[config.mk]
export PLATFORM = sky130hd
export DESIGN_NAME = rlsc_mul
export DESIGN_NICKNAME = d
export VERILOG_FILES = /design/src/sv/rlsc_pkg.sv /design/src/sv/rlsc_mul.sv
export SDC_FILE = /design/constraint.sdc
export NUM_CORES = 2
export LEC_CHECK = 0
export ABC_AREA = 1
export BUFFER_PORTS_ARGS = -buffer_cell sky130_fd_sc_hd__buf_2
export CORE_UTILIZATION = 45
export DETAILED_ROUTE_END_ITERATION = 10
export PLACE_DENSITY = 0.61
export SYNTH_ARGS = -nofsm -noshare
export SYNTH_HDL_FRONTEND = slang
export SYNTH_SLANG_ARGS = --single-unit
[constraint.sdc]
create_clock -name clk -period 8.9 [get_ports clk]
set_input_delay 0.89 -clock clk [delete_from_list [all_inputs] [get_ports clk]]
set_output_delay 0.89 -clock clk [all_outputs]
set_load 0.01 [all_outputs]
[src/sv/rlsc_pkg.sv]
// Package for the reference line smoothing cost block.
// Holds widths, defaults, register indexes, sequencer types and shared functions.
// No dependencies.
package rlsc_pkg;

  localparam int DEF_MAX_POINTS  = 1024;
  localparam int DEF_COORD_WIDTH = 32;

  localparam int FIELD_W   = 32;
  localparam int WEIGHT_W  = 16;
  localparam int DIFF_W    = 34;
  localparam int CFG_IDX_W = 3;
  localparam int MUL_W     = 32;

  localparam logic [WEIGHT_W-1:0] WEIGHT_RESET = 16'd256;
  localparam logic signed [63:0]  I64_MAX      = 64'sh7FFF_FFFF_FFFF_FFFF;
  localparam logic signed [63:0]  I64_MIN      = 64'sh8000_0000_0000_0000;

  localparam logic [CFG_IDX_W-1:0] CFG_DEVIATION  = 3'd0;
  localparam logic [CFG_IDX_W-1:0] CFG_SMOOTHNESS = 3'd1;
  localparam logic [CFG_IDX_W-1:0] CFG_LENGTH     = 3'd2;
  localparam logic [CFG_IDX_W-1:0] CFG_SLACK      = 3'd3;

  typedef enum logic [3:0] {
    ST_IDLE,
    ST_SQX,
    ST_SQY,
    ST_NORM,
    ST_WLO,
    ST_WHI,
    ST_WSUM,
    ST_ACC,
    ST_SLK_MUL,
    ST_SLK_ACC,
    ST_FIN
  } rlsc_state_t;

  typedef enum logic [1:0] {
    TERM_DEV,
    TERM_LEN,
    TERM_SMO
  } rlsc_term_t;

  typedef enum logic [2:0] {
    MUL_NONE,
    MUL_SQX,
    MUL_SQY,
    MUL_WLO,
    MUL_WHI,
    MUL_SLK
  } rlsc_mul_op_t;

  typedef enum logic [1:0] {
    NORM_HOLD,
    NORM_LOAD,
    NORM_ADD
  } rlsc_norm_op_t;

  typedef struct packed {
    logic in_valid;
    logic has_len;
    logic has_smo;
    logic slack_on;
    logic out_free;
  } rlsc_status_t;

  typedef struct packed {
    logic          in_ready;
    rlsc_term_t    term;
    rlsc_mul_op_t  mul_op;
    rlsc_norm_op_t norm_op;
    logic          curv_ld;
    logic          lo_ld;
    logic          wsum_ld;
    logic          acc_term;
    logic          acc_slack;
    logic          finish;
  } rlsc_ctrl_t;

  function automatic logic [DIFF_W-1:0] abs_diff(input logic signed [DIFF_W-1:0] d);
    logic [DIFF_W-1:0] m;
    m = d[DIFF_W-1] ? DIFF_W'(-d) : DIFF_W'(d);
    return m;
  endfunction

  function automatic logic signed [63:0] sat_add64(input logic signed [63:0] a,
                                                   input logic signed [63:0] b);
    logic signed [64:0] s;
    s = 65'(a) + 65'(b);
    if (s[64] != s[63]) begin
      return s[64] ? I64_MIN : I64_MAX;
    end
    return s[63:0];
  endfunction

endpackage

[src/sv/rlsc_mul.sv]
// Shared 32x32 unsigned multiplier with registered product.
// Used for squares, weight products and the slack product.
// Depends on rlsc_pkg.
module rlsc_mul (
  input  logic                           clk,
  input  logic [rlsc_pkg::MUL_W-1:0]     a,
  input  logic [rlsc_pkg::MUL_W-1:0]     b,
  output logic [2*rlsc_pkg::MUL_W-1:0]   prod_r
);

  logic [2*rlsc_pkg::MUL_W-1:0] prod_nxt;

  assign prod_nxt = (2*rlsc_pkg::MUL_W)'(a) * (2*rlsc_pkg::MUL_W)'(b);

  always_ff @(posedge clk) begin
    prod_r <= prod_nxt;
  end

endmodule

==> impl_metrics.ini <==
[final_layout]
multi_input_area_um2 = 28900
layout-drive-gt1-share_pct = 4.52
top_register = prod_r
finalNetCount = 6218
reg_top3 = prod_r: 64 flops
syn2layout_area_growth_pct = 4.68
largest_register_ffs = 64
fillers = 8361
seq_area_um2 = 1280

[timing]
fin_tns_setup_ps = 0
min_period_over_period_pct = 84.4
finalSetupViolations = 0
tightestPinTransition_ps = 913
hold_viol = 0
fin_crit_ps = 7510
rsz0062_at_grt = no
slew_violations = 0
relSlewSlack_pct = 39.1
max_freq_mhz = 133

[floorplanning]
core.rowCount = 105
ioPinCount = 129
dieHeight_um = 290
start_util_pct = 45.5
die-area_um2 = 84200
core-area_um2 = 82100
die_w_um = 290

[route]
drc_errors = 0
wl_per_cell_um = 16.7
via_per_inst = 4.77
dr.pass1.iters = 5
drtAntennaViolNets = 0
dr.first_iter.drc_count = 1554
wirelength_um = 102000
vias = 29000

[global_routing]
grt_pass1_vias = 31000
grt_pass1_wl_um = 168000
globalRouteMet1Util_pct = 33.6
busiest_layer = met2
grt_max_degree = 33
use_met2_pct = 44.9
antenna_found_initial = 2
grt_overflow = 0
grt_usage_pct = 25.2
grtUsageMet3_pct = 2.19

[setup_path]
cp-end-kind = register
critPathLaunchType = input pin
crit_top_cell = fa_1
critPathRequiredTime_ps = 9120
max_stage_delay_ps = 540
critPathKind = in -> reg
critPathArrivalTime_ps = 7730
slowest_stage = fa_1
critPathMaxFanout = 20

[clock_network]
cts_tree = yes
cts.sinks = 64
ctsResizeCount = 0
htreeDepth = 3
cts_buffers = 9
postCtsSetupBuffers = 0
cts_root_buf = clkbuf_16
clk_pin_slew_ps = 60
clk_path_buf_depth = 2
holdBufCountCts = 0

[run_status]
outcome = finished clean

[synthesis]
synth_top_area_cell = fa_1
ys_warn_count = 0
syn_area_um2 = 37400
syn-num-nets = 6245
ys_ff_latch = 64
yosysTopAreaCellShare_pct = 48.0
synthDistinctLibCells = 23
syn_avg_cell_area_um2 = 7.45
synthTopCellsByArea = fa_1 48%, inv_1 17%, nand2_1 16%, ha_1 8.8%, dfxtp_1 3.4%
synthCells = 5021
ys_seq_area_share_pct = 3.43

[placed_design]
place_hpwl_um = 86700
gp_congestion = 0.935
port_buffers = 128

[run]
maxCapViolations = 0

[hold_path]
hold_class = in -> reg
synthesized netlist by cell type:
cell and instances:
a21oi_1 44, clkbuf_1 192, dfxtp_1 64, fa_1 896
ha_1 263, inv_1 1725, inv_2 10, nand2_1 1565
nand2_2 13, nand3_1 59, nand3_2 7, nand4_1 16
nor2_1 79, nor2_2 15, nor2_4 6, nor3_1 12
nor3_2 4, nor3_4 2, o21ai_0 2, o21bai_1 10
o21bai_2 2, xnor2_1 2, xor2_1 33
worst max-delay path: cells and delay by family:
kind / cells / cell delay [ps]
adder cells (fa/ha/maj): 9 / 4320
buffers and inverters: 8 / 1150
AND/OR/NAND/NOR: 9 / 1090
AO/OA/AOI/OAI: 1 / 260
metal layers:
layer | up-vias | wire length, µm
met5 | - | 34
met1 | 14500 | 43200
li1 | 13600 | -
met2 | 741 | 51300
met4 | 4 | 2180
met3 | 134 | 4850
through the flow:
stage               worst slack (ps)  utilization, %  area (µm²)  hold slack (ps)  cells
global route                    1170            47.7       39100             1140   6068
detailed placement              1160            47.3       38800             1280   6053
global placement                1140            47.3       38800             1290   6053
finish                          1390            47.7       39100             1110   6070
CTS                             1440            47.7       39100             1110   6068
floorplan                       2190               -       37400              988   5021
placed cells by master (no fill, tap or decap), types with 2 or more instances in the layout:
cell type / count
buf_2: 128
diode_2: 2
nand2_1: 1565
inv_2: 10
clkbuf_16: 9
nor3_1: 12
dfxtp_1: 64
clkbuf_1: 2
nor3_2: 4
nand3_2: 7
inv_1: 1725
nor2_4: 6
fa_1: 896
ha_1: 263
nor2_2: 15
xnor2_1: 2
xor2_1: 33
buf_4: 26
nand4_1: 16
nor2_1: 79
nor3_4: 2
o21bai_1: 10
a21oi_1: 44
nand2_2: 13
nand3_1: 59
o21ai_0: 2
o21bai_2: 2
cell type report:
cell class | instances | area share (%)
multi-input combinational | 3030 | 73.8
inverter | 1735 | 16.6
tap | 1070 | 3.42
sequential | 64 | 3.27
timing repair buffer | 154 | 2.14
clock buffer | 12 | 0.630
clock inverter | 3 | 0.109
antenna | 2 | 0.0128
final timing paths:
check  startpoint                  to  slack [ps]  depth (start not counted)
min          b[0]   prod_r[0]$_DFF_P_        1110                          3
max          b[8]  prod_r[56]$_DFF_P_        1390                         27
cell families after synthesis:
group | count (synthesis) | share of synthesized area [%]
buffers and inverters | 1927 | 19.3
AND/OR/NAND/NOR | 1778 | 18.8
flip-flops | 64 | 3.43
XOR/XNOR | 35 | 0.820
AO/OA/AOI/OAI | 58 | 0.877
adder cells (fa/ha/maj) | 1159 | 56.8
Power is left out: the tool's default activity adds up to more than one toggle a clock period on the data nets, which glitch-free logic cannot reach.
