**src/sv/rlsc_pkg.sv**
```systemverilog
// Package for the reference line smoothing cost block.
// Holds widths, defaults, register indexes, sequencer types and shared functions.
// No dependencies.
package rlsc_pkg;

  localparam int DEF_MAX_POINTS  = 1024;
  localparam int DEF_COORD_WIDTH = 32;

  localparam int FIELD_W   = 32;
  localparam int WEIGHT_W  = 16;
  localparam int DIFF_W    = 34;
  localparam int CFG_IDX_W = 3;
  localparam int MUL_W     = 32;

  localparam logic [WEIGHT_W-1:0] WEIGHT_RESET = 16'd256;
  localparam logic signed [63:0]  I64_MAX      = 64'sh7FFF_FFFF_FFFF_FFFF;
  localparam logic signed [63:0]  I64_MIN      = 64'sh8000_0000_0000_0000;

  localparam logic [CFG_IDX_W-1:0] CFG_DEVIATION  = 3'd0;
  localparam logic [CFG_IDX_W-1:0] CFG_SMOOTHNESS = 3'd1;
  localparam logic [CFG_IDX_W-1:0] CFG_LENGTH     = 3'd2;
  localparam logic [CFG_IDX_W-1:0] CFG_SLACK      = 3'd3;

  typedef enum logic [3:0] {
    ST_IDLE,
    ST_SQX,
    ST_SQY,
    ST_NORM,
    ST_WLO,
    ST_WHI,
    ST_WSUM,
    ST_ACC,
    ST_SLK_MUL,
    ST_SLK_ACC,
    ST_FIN
  } rlsc_state_t;

  typedef enum logic [1:0] {
    TERM_DEV,
    TERM_LEN,
    TERM_SMO
  } rlsc_term_t;

  typedef enum logic [2:0] {
    MUL_NONE,
    MUL_SQX,
    MUL_SQY,
    MUL_WLO,
    MUL_WHI,
    MUL_SLK
  } rlsc_mul_op_t;

  typedef enum logic [1:0] {
    NORM_HOLD,
    NORM_LOAD,
    NORM_ADD
  } rlsc_norm_op_t;

  typedef struct packed {
    logic in_valid;
    logic has_len;
    logic has_smo;
    logic slack_on;
    logic out_free;
  } rlsc_status_t;

  typedef struct packed {
    logic          in_ready;
    rlsc_term_t    term;
    rlsc_mul_op_t  mul_op;
    rlsc_norm_op_t norm_op;
    logic          curv_ld;
    logic          lo_ld;
    logic          wsum_ld;
    logic          acc_term;
    logic          acc_slack;
    logic          finish;
  } rlsc_ctrl_t;

  function automatic logic [DIFF_W-1:0] abs_diff(input logic signed [DIFF_W-1:0] d);
    logic [DIFF_W-1:0] m;
    m = d[DIFF_W-1] ? DIFF_W'(-d) : DIFF_W'(d);
    return m;
  endfunction

  function automatic logic signed [63:0] sat_add64(input logic signed [63:0] a,
                                                   input logic signed [63:0] b);
    logic signed [64:0] s;
    s = 65'(a) + 65'(b);
    if (s[64] != s[63]) begin
      return s[64] ? I64_MIN : I64_MAX;
    end
    return s[63:0];
  endfunction

endpackage

```
**src/sv/rlsc_seq.sv**
```systemverilog
// Sequencer for the reference line smoothing cost block.
// Walks each point through the deviation term, then any length, smoothness and slack terms.
// Depends on rlsc_pkg.
module rlsc_seq (
  input  logic                   clk,
  input  logic                   rst_n,
  input  rlsc_pkg::rlsc_status_t status,
  output rlsc_pkg::rlsc_ctrl_t   ctrl
);

  rlsc_pkg::rlsc_state_t state_r, state_nxt;
  rlsc_pkg::rlsc_term_t  term_r, term_nxt;
  rlsc_pkg::rlsc_state_t tail_state;

  assign tail_state = status.slack_on ? rlsc_pkg::ST_SLK_MUL : rlsc_pkg::ST_FIN;

  always_ff @(posedge clk) begin
    if (!rst_n) begin
      state_r <= rlsc_pkg::ST_IDLE;
      term_r  <= rlsc_pkg::TERM_DEV;
    end else begin
      state_r <= state_nxt;
      term_r  <= term_nxt;
    end
  end

  always_comb begin
    state_nxt = state_r;
    term_nxt  = term_r;
    case (state_r)
      rlsc_pkg::ST_IDLE: begin
        if (status.in_valid) begin
          state_nxt = rlsc_pkg::ST_SQX;
          term_nxt  = rlsc_pkg::TERM_DEV;
        end
      end
      rlsc_pkg::ST_SQX:     state_nxt = rlsc_pkg::ST_SQY;
      rlsc_pkg::ST_SQY:     state_nxt = rlsc_pkg::ST_NORM;
      rlsc_pkg::ST_NORM:    state_nxt = rlsc_pkg::ST_WLO;
      rlsc_pkg::ST_WLO:     state_nxt = rlsc_pkg::ST_WHI;
      rlsc_pkg::ST_WHI:     state_nxt = rlsc_pkg::ST_WSUM;
      rlsc_pkg::ST_WSUM:    state_nxt = rlsc_pkg::ST_ACC;
      rlsc_pkg::ST_ACC: begin
        case (term_r)
          rlsc_pkg::TERM_DEV: begin
            if (status.has_len) begin
              term_nxt  = rlsc_pkg::TERM_LEN;
              state_nxt = rlsc_pkg::ST_SQX;
            end else begin
              state_nxt = tail_state;
            end
          end
          rlsc_pkg::TERM_LEN: begin
            if (status.has_smo) begin
              term_nxt  = rlsc_pkg::TERM_SMO;
              state_nxt = rlsc_pkg::ST_SQX;
            end else begin
              state_nxt = tail_state;
            end
          end
          default: state_nxt = tail_state;
        endcase
      end
      rlsc_pkg::ST_SLK_MUL: state_nxt = rlsc_pkg::ST_SLK_ACC;
      rlsc_pkg::ST_SLK_ACC: state_nxt = rlsc_pkg::ST_FIN;
      rlsc_pkg::ST_FIN: begin
        if (status.out_free) begin
          state_nxt = rlsc_pkg::ST_IDLE;
        end
      end
      default: state_nxt = rlsc_pkg::ST_IDLE;
    endcase
  end

  always_comb begin
    ctrl           = '0;
    ctrl.term      = term_r;
    ctrl.mul_op    = rlsc_pkg::MUL_NONE;
    ctrl.norm_op   = rlsc_pkg::NORM_HOLD;
    case (state_r)
      rlsc_pkg::ST_IDLE:    ctrl.in_ready = 1'b1;
      rlsc_pkg::ST_SQX:     ctrl.mul_op = rlsc_pkg::MUL_SQX;
      rlsc_pkg::ST_SQY: begin
        ctrl.mul_op  = rlsc_pkg::MUL_SQY;
        ctrl.norm_op = rlsc_pkg::NORM_LOAD;
      end
      rlsc_pkg::ST_NORM:    ctrl.norm_op = rlsc_pkg::NORM_ADD;
      rlsc_pkg::ST_WLO: begin
        ctrl.mul_op  = rlsc_pkg::MUL_WLO;
        ctrl.curv_ld = (term_r == rlsc_pkg::TERM_SMO);
      end
      rlsc_pkg::ST_WHI: begin
        ctrl.mul_op = rlsc_pkg::MUL_WHI;
        ctrl.lo_ld  = 1'b1;
      end
      rlsc_pkg::ST_WSUM:    ctrl.wsum_ld = 1'b1;
      rlsc_pkg::ST_ACC:     ctrl.acc_term = 1'b1;
      rlsc_pkg::ST_SLK_MUL: ctrl.mul_op = rlsc_pkg::MUL_SLK;
      rlsc_pkg::ST_SLK_ACC: ctrl.acc_slack = 1'b1;
      rlsc_pkg::ST_FIN:     ctrl.finish = status.out_free;
      default: ctrl.in_ready = 1'b0;
    endcase
  end

endmodule

```
**config.mk**
```make
export PLATFORM = sky130hd
export DESIGN_NAME = rlsc_seq
export DESIGN_NICKNAME = d
export VERILOG_FILES = /design/src/sv/rlsc_pkg.sv /design/src/sv/rlsc_seq.sv
export SDC_FILE = /design/constraint.sdc
export NUM_CORES = 1
export LEC_CHECK = 0
export CAP_MARGIN = 0
export CORE_AREA = 2 2 39 41
export CTS_CLUSTER_SIZE = 28
export DETAILED_ROUTE_END_ITERATION = 6
export DIE_AREA = 0 0 41 43
export DONT_BUFFER_PORTS = 1
export PLACE_DENSITY = 0.53
export SETUP_SLACK_MARGIN = 0.4
export SLEW_MARGIN = 20
export SYNTH_ARGS = -nofsm -noshare
export SYNTH_HDL_FRONTEND = slang
export SYNTH_SLANG_ARGS = --single-unit
```
**constraint.sdc**
```tcl
create_clock -name clk -period 1.58 [get_ports clk]
set_input_delay 0.474 -clock clk [delete_from_list [all_inputs] [get_ports clk]]
set_output_delay 0.474 -clock clk [all_outputs]
set_load 0.005 [all_outputs]
```
==> results of run 1 <==
[critical path: stages, from the launching register on]
cell and delay [ns]:
dfxtp_4 0.38, buf_12 0.14, nor4_4 0.35
[power by group]
group / internal, mW / switching [mW]
clock network: 0.0960 / 0.0602
logic: 0.113 / 0.106
registers: 0.159 / 0.0245
[cell usage in the layout (no fill, tap or decap), types with 2 or more instances in the layout]
cell      count
a21oi_1       3
buf_4         6
buf_6        13
clkbuf_4      3
dfxtp_2       2
dfxtp_4       4
inv_1         2
nand2_1       3
nand3_1       2
nor2_1        5
nor3_4        4
nor4_4        2
o21ai_0       2
o21ai_1       3
xor2_1        2
[worst paths after layout]
kind / start / to / slack [ns] / cells past startpoint
hold reg to reg: term_r[1] / state_r[3] / 0.62 / 2
hold / removal: rst_n / term_r[1] / 0.34 / 1
setup reg to reg: state_r[1] / term_r[0] / 0.12 / 5
setup / recovery: state_r[2] / ctrl[13] / -0.004 / 2
[routing by layer]
metal / wire length, um / track usage [%] / vias up
met2: 836 / 31.9 / 17
li1: - / - / 269
met3: 77 / 8.38 / 0
met4: 0 / 2.00 / 0
met1: 670 / 27.5 / 255
met5: 0 / 0 / -
[logic make-up (layout without fill, tap and decap cells)]
family	Yosys count	count (layout)
AO/OA/AOI/OAI	15	15
XOR/XNOR	3	3
buffers and inverters	9	27
flip-flops	6	6
multiplexers	2	2
AND/OR/NAND/NOR	29	29
[what timing repair did]
item                                    CTS  global route
gates resized for setup                  30            10
endpoints found under the setup margin   18            17
buffers inserted                         16             0
pin swaps                                12             2
cloned                                    0             0
[cell type report]
type | instances | area (um2)
clock buffers | 4 | 26.3
multi-input cells | 49 | 485
inverters | 3 | 13.8
fillers | 122 | 489
well taps | 16 | 20.0
repair buffers | 20 | 211
flip-flops and latches | 6 | 138
[flip-flops by register name, indices dropped and copies added, names as in the netlist]
name / cells
term_r: 2
state_r: 4
==> run_results.csv, run 1 <==
group,metric,value,unit
logic_synthesis,avgSynthCellArea,8.11,um2
sta,max_freq,631,MHz
logic_synthesis,synth_nets,71,
logic_synthesis,syn_area,519,um2
sta,min_period,1.58,ns
logic_synthesis,synth_top_family_by_area,"simple AND/OR/NAND/NOR gates",
sta,fin_ws,-0.00412,ns
power,p_leak,0.330,nW
setup_path,worstSetupEndpointType,"output port",
floorplanning,die_w,41,um
setup_path,cp_data_arrival_time,1.11,ns
sta,maxSlewViolCount,0,
routing,antenna_left,0,
cts,root_buffer,"clkbuf_4",
routing,wl,1.58,mm
sta,worst_pin_slew,0.334,ns
setup_path,path_class,"reg -> out",
logic_synthesis,synthTopCellsByCount,"dfxtp_1 (6), nor3_1 (6), nor2_1 (5), o21ai_0 (5)",
layout,syn_to_final_growth,72.3,%
placement,place_area,567,um2
floorplanning,boundaryPins,21,
logic_synthesis,ys_async_sr_fraction,0,%
routing,drt-initial-drc-count,8,
layout,fin_area,895,um2
power,power.total,0.559,mW
setup_path,critical_path_required,1.11,ns
floorplanning,die_area,1760,um2
hold_path,hp-class,"in -> reg",
logic_synthesis,yosysWarnings,0,
cts,cts.htree.levels,1,
logic_synthesis,synth_compound_area_share,18.3,%
setup_path,start_kind,"flip-flop",
cts,clkSlewWorstSetupHoldPaths,0.05,ns
cts,cts_tree,"yes",
logic_synthesis,synth_cell_type_count,31,
grt,grt_pass1_wl,2.44,mm
routing,firstDrtPassIters,4,
status,violations,"setup timing",
placement,port_buffers,0,
placement,place_congestion,0.735,
sta,fin_crit_sh,100,%
sta,fin_setup_tns,-0.00412,ns
cts,clock_sinks,6,
sta,finClkSkew,0.00564,ns
logic_synthesis,synth_ff_type,"dfxtp_1",
layout,antenna_cells,0,
cts,clk-insertion-delay-late,0.25,ns
grt,grt_use_total,20.7,%
placement,dp_hpwl,835,um
logic_synthesis,syn-instance-count,64,
logic_synthesis,ys_top_cells_by_area,"dfxtp_1 (23%), nor4_4 (8.2%), nor3_1 (5.8%), o21ai_0 (4.8%), a21oi_1 (3.9%)",
routing,avgViaCountPerCell,5.52,
power,power_density,625,nW/um2
logic_synthesis,synth.area.mux_share,4.82,%
sta,hold_viol_final,0,
logic_synthesis,synthAdderAreaFrac,0,%
status,outcome,"finished, violations left",
logic_synthesis,seq_area_frac_synth,23.1,%
sta,relSlewSlack,77.3,%
logic_synthesis,synth-edff-count,0,
layout,drive_gt1_share,61.0,%
logic_synthesis,ys_ff_latch,6,
setup_path,crit_fanout,6,
grt,grt_max_degree,9,
sta,setup_viol,1,
cts,ctsHoldBuffers,0,
floorplanning,placementRows,14,
cts,cts-buffers-inserted,3,
flow_run,maxCapViolations,0,
sta,hold_slack,0.338,ns
grt,antenna_found_initial,0,
layout,nets,90,
sta,rsz0062_at_grt,"yes",
routing,routedWlPerCell,16.2,um
grt,grt_remaining_overflow,0,
logic_synthesis,synth_top_area_share,23.1,%
placement,dp.cells,78,
floorplanning,initial_utilization,37.5,%
power,peakVddDrop,0.450,mV
layout,fin_util,64.6,%
logic_synthesis,synthSimpleGateAreaFrac,38.6,%
floorplanning,die_height,43,um
routing,via_count,541,
routing,remaining_drc_errors,0,
logic_synthesis,synth_area_leader_cell,"dfxtp_1",
floorplanning,core,1380,um2
placement,place_ws,0.101,ns
layout,fin_cells,98,
logic_synthesis,synth-xor-area-share,5.06,%
grt,grt_pass1_vias,552,
cts,clockBufferDepth,2,
No activity file was read; power rests on OpenSTA's default activity.
==> run 2: changes to the inputs <==
--- a/config.mk
+++ b/config.mk
@@ -13,6 +13,7 @@
 export DONT_BUFFER_PORTS = 1
 export PLACE_DENSITY = 0.53
 export SETUP_SLACK_MARGIN = 0.4
+export SKIP_CTS_REPAIR_TIMING = 1
 export SLEW_MARGIN = 20
 export SYNTH_ARGS = -nofsm -noshare
 export SYNTH_HDL_FRONTEND = slang
==> run_results.csv, run 2 (synthesis results as in run 1) <==
group,metric,value,unit
status,outcome,"finished, violations left",
status,violations,"setup timing",
placement,dp_hpwl,835,um
layout,most-common-layout-cells,"buf_4 (11), buf_6 (9), dfxtp_4 (4)",
sta,max_freq,631,MHz
setup_path,cp_slowest_cell,"dfxtp_4",
routing,route.met2.wl,850,um
grt,grt_use_total,15.0,%
grt,grt_max_degree,17,
setup_path,path_cells,"buf_4 > inv_2 > nor4b_4",
sta,rsz0062_at_grt,"yes",
setup_path,critical_path_required,1.11,ns
cts,cts_tree,"yes",
placement,place_ws,0.101,ns
power,p_leak,0.336,nW
sta,finClkSkew,0.00529,ns
grt,grt_pass1_vias,407,
routing,m1WireLength,693,um
routing,top_layer,"met3",
placement,dp.cells,78,
floorplanning,die_area,1760,um2
sta,fin_ws,-0.00422,ns
grt,antenna_found_initial,0,
cts,cts.htree.levels,1,
sta,min_period,1.58,ns
power,power_density,618,nW/um2
routing,wl,1.63,mm
cts,cts-buffers-inserted,3,
setup_path,path_class,"reg -> out",
layout,drive_gt1_share,61.2,%
layout,top_regs,"state_r (4), term_r (2)",
setup_path,cp_slowest_stage_delay,0.39,ns
layout,fin_cells,101,
cts,clockBufferDepth,2,
sta,hold_slack,0.340,ns
routing,avgViaCountPerCell,5.51,
layout,largest_reg_flops,4,
floorplanning,die_height,43,um
layout,nets,93,
sta,worst_pin_slew,0.307,ns
setup_path,crit_fanout,6,
grt,grt_remaining_overflow,0,
layout,antenna_cells,0,
flow_run,maxCapViolations,0,
floorplanning,core,1380,um2
layout,syn_to_final_growth,73.0,%
setup_path,worstSetupEndpointType,"output port",
floorplanning,initial_utilization,37.5,%
routing,via_count,557,
setup_path,start_kind,"flip-flop",
routing,antenna_left,0,
sta,fin_setup_tns,-0.00723,ns
hold_path,hp-class,"in -> reg",
routing,route.met3.wl,84,um
power,peakVddDrop,0.541,mV
layout,final_common_cell,"buf_4",
routing,remaining_drc_errors,0,
sta,setup_viol,2,
layout,largest_register,"state_r",
floorplanning,placementRows,14,
sta,maxSlewViolCount,0,
placement,port_buffers,0,
cts,clk-insertion-delay-late,0.25,ns
routing,drt-initial-drc-count,13,
layout,fill_cells,125,
setup_path,cp_data_arrival_time,1.11,ns
grt,grt_pass1_wl,1.79,mm
routing,firstDrtPassIters,4,
floorplanning,boundaryPins,21,
sta,hold_viol_final,0,
sta,relSlewSlack,79.4,%
floorplanning,die_w,41,um
cts,clkSlewWorstSetupHoldPaths,0.05,ns
placement,place_congestion,0.735,
routing,routedWlPerCell,16.1,um
sta,fin_crit_sh,100,%
cts,clock_sinks,6,
cts,root_buffer,"clkbuf_4",
run 2: cell types whose count changed in the layout (fill, tap and decap cells not counted), moves of 2 or more:
cell    change
nor3_4      -2
nor3_1      +2
buf_4       +5
buf_6       -4
nor2_1      -2
run 2: worst paths after layout:
check	slack (ns)	to	depth (start not counted)	startpoint
hold reg to reg	0.64	state_r[3]	2	term_r[1]
hold / removal	0.34	term_r[1]	1	rst_n
setup reg to reg	0.22	term_r[0]	4	state_r[0]
setup / recovery	-0.004	ctrl[1]	3	state_r[0]
run 2: cell type report:
type	count	area, um2	area share, %
Clock buffer	4	26.3	2.92
Sequential cell	6	138	15.3
Tap cell	16	20.0	2.23
Multi-Input combinational cell	49	474	52.8
Inverter	3	11.3	1.25
Timing Repair Buffer	23	229	25.5
run 2: report_power, final:
| group | switching (mW) | internal (mW) |
|---|---|---|
| logic | 0.0998 | 0.117 |
| registers | 0.0254 | 0.159 |
| clock network | 0.0579 | 0.0958 |
| total | 0.183 | 0.372 |
run 2: metrics by stage:
stage               utilization, %  total power, mW  instance area, um2
floorplan                        -            0.294                 584
global placement              41.0            0.297                 567
detailed placement            41.0            0.295                 567
CTS                           42.9            0.453                 593
global route                  64.9            0.585                 898
finish                        64.9            0.555                 898
run 2: per-layer routing:
layer	track usage, %	vias up
li1	-	272
met1	21.4	269
met2	20.0	16
met3	8.38	0
met4	2.00	0
met5	0	-
run 2: worst max-delay path, delay by kind of cell (launching register included):
family / cells / cell delay, ns
DFF: 1 / 0.39
and+or+nand+nor: 1 / 0.26
buffers and inverters: 2 / 0.21
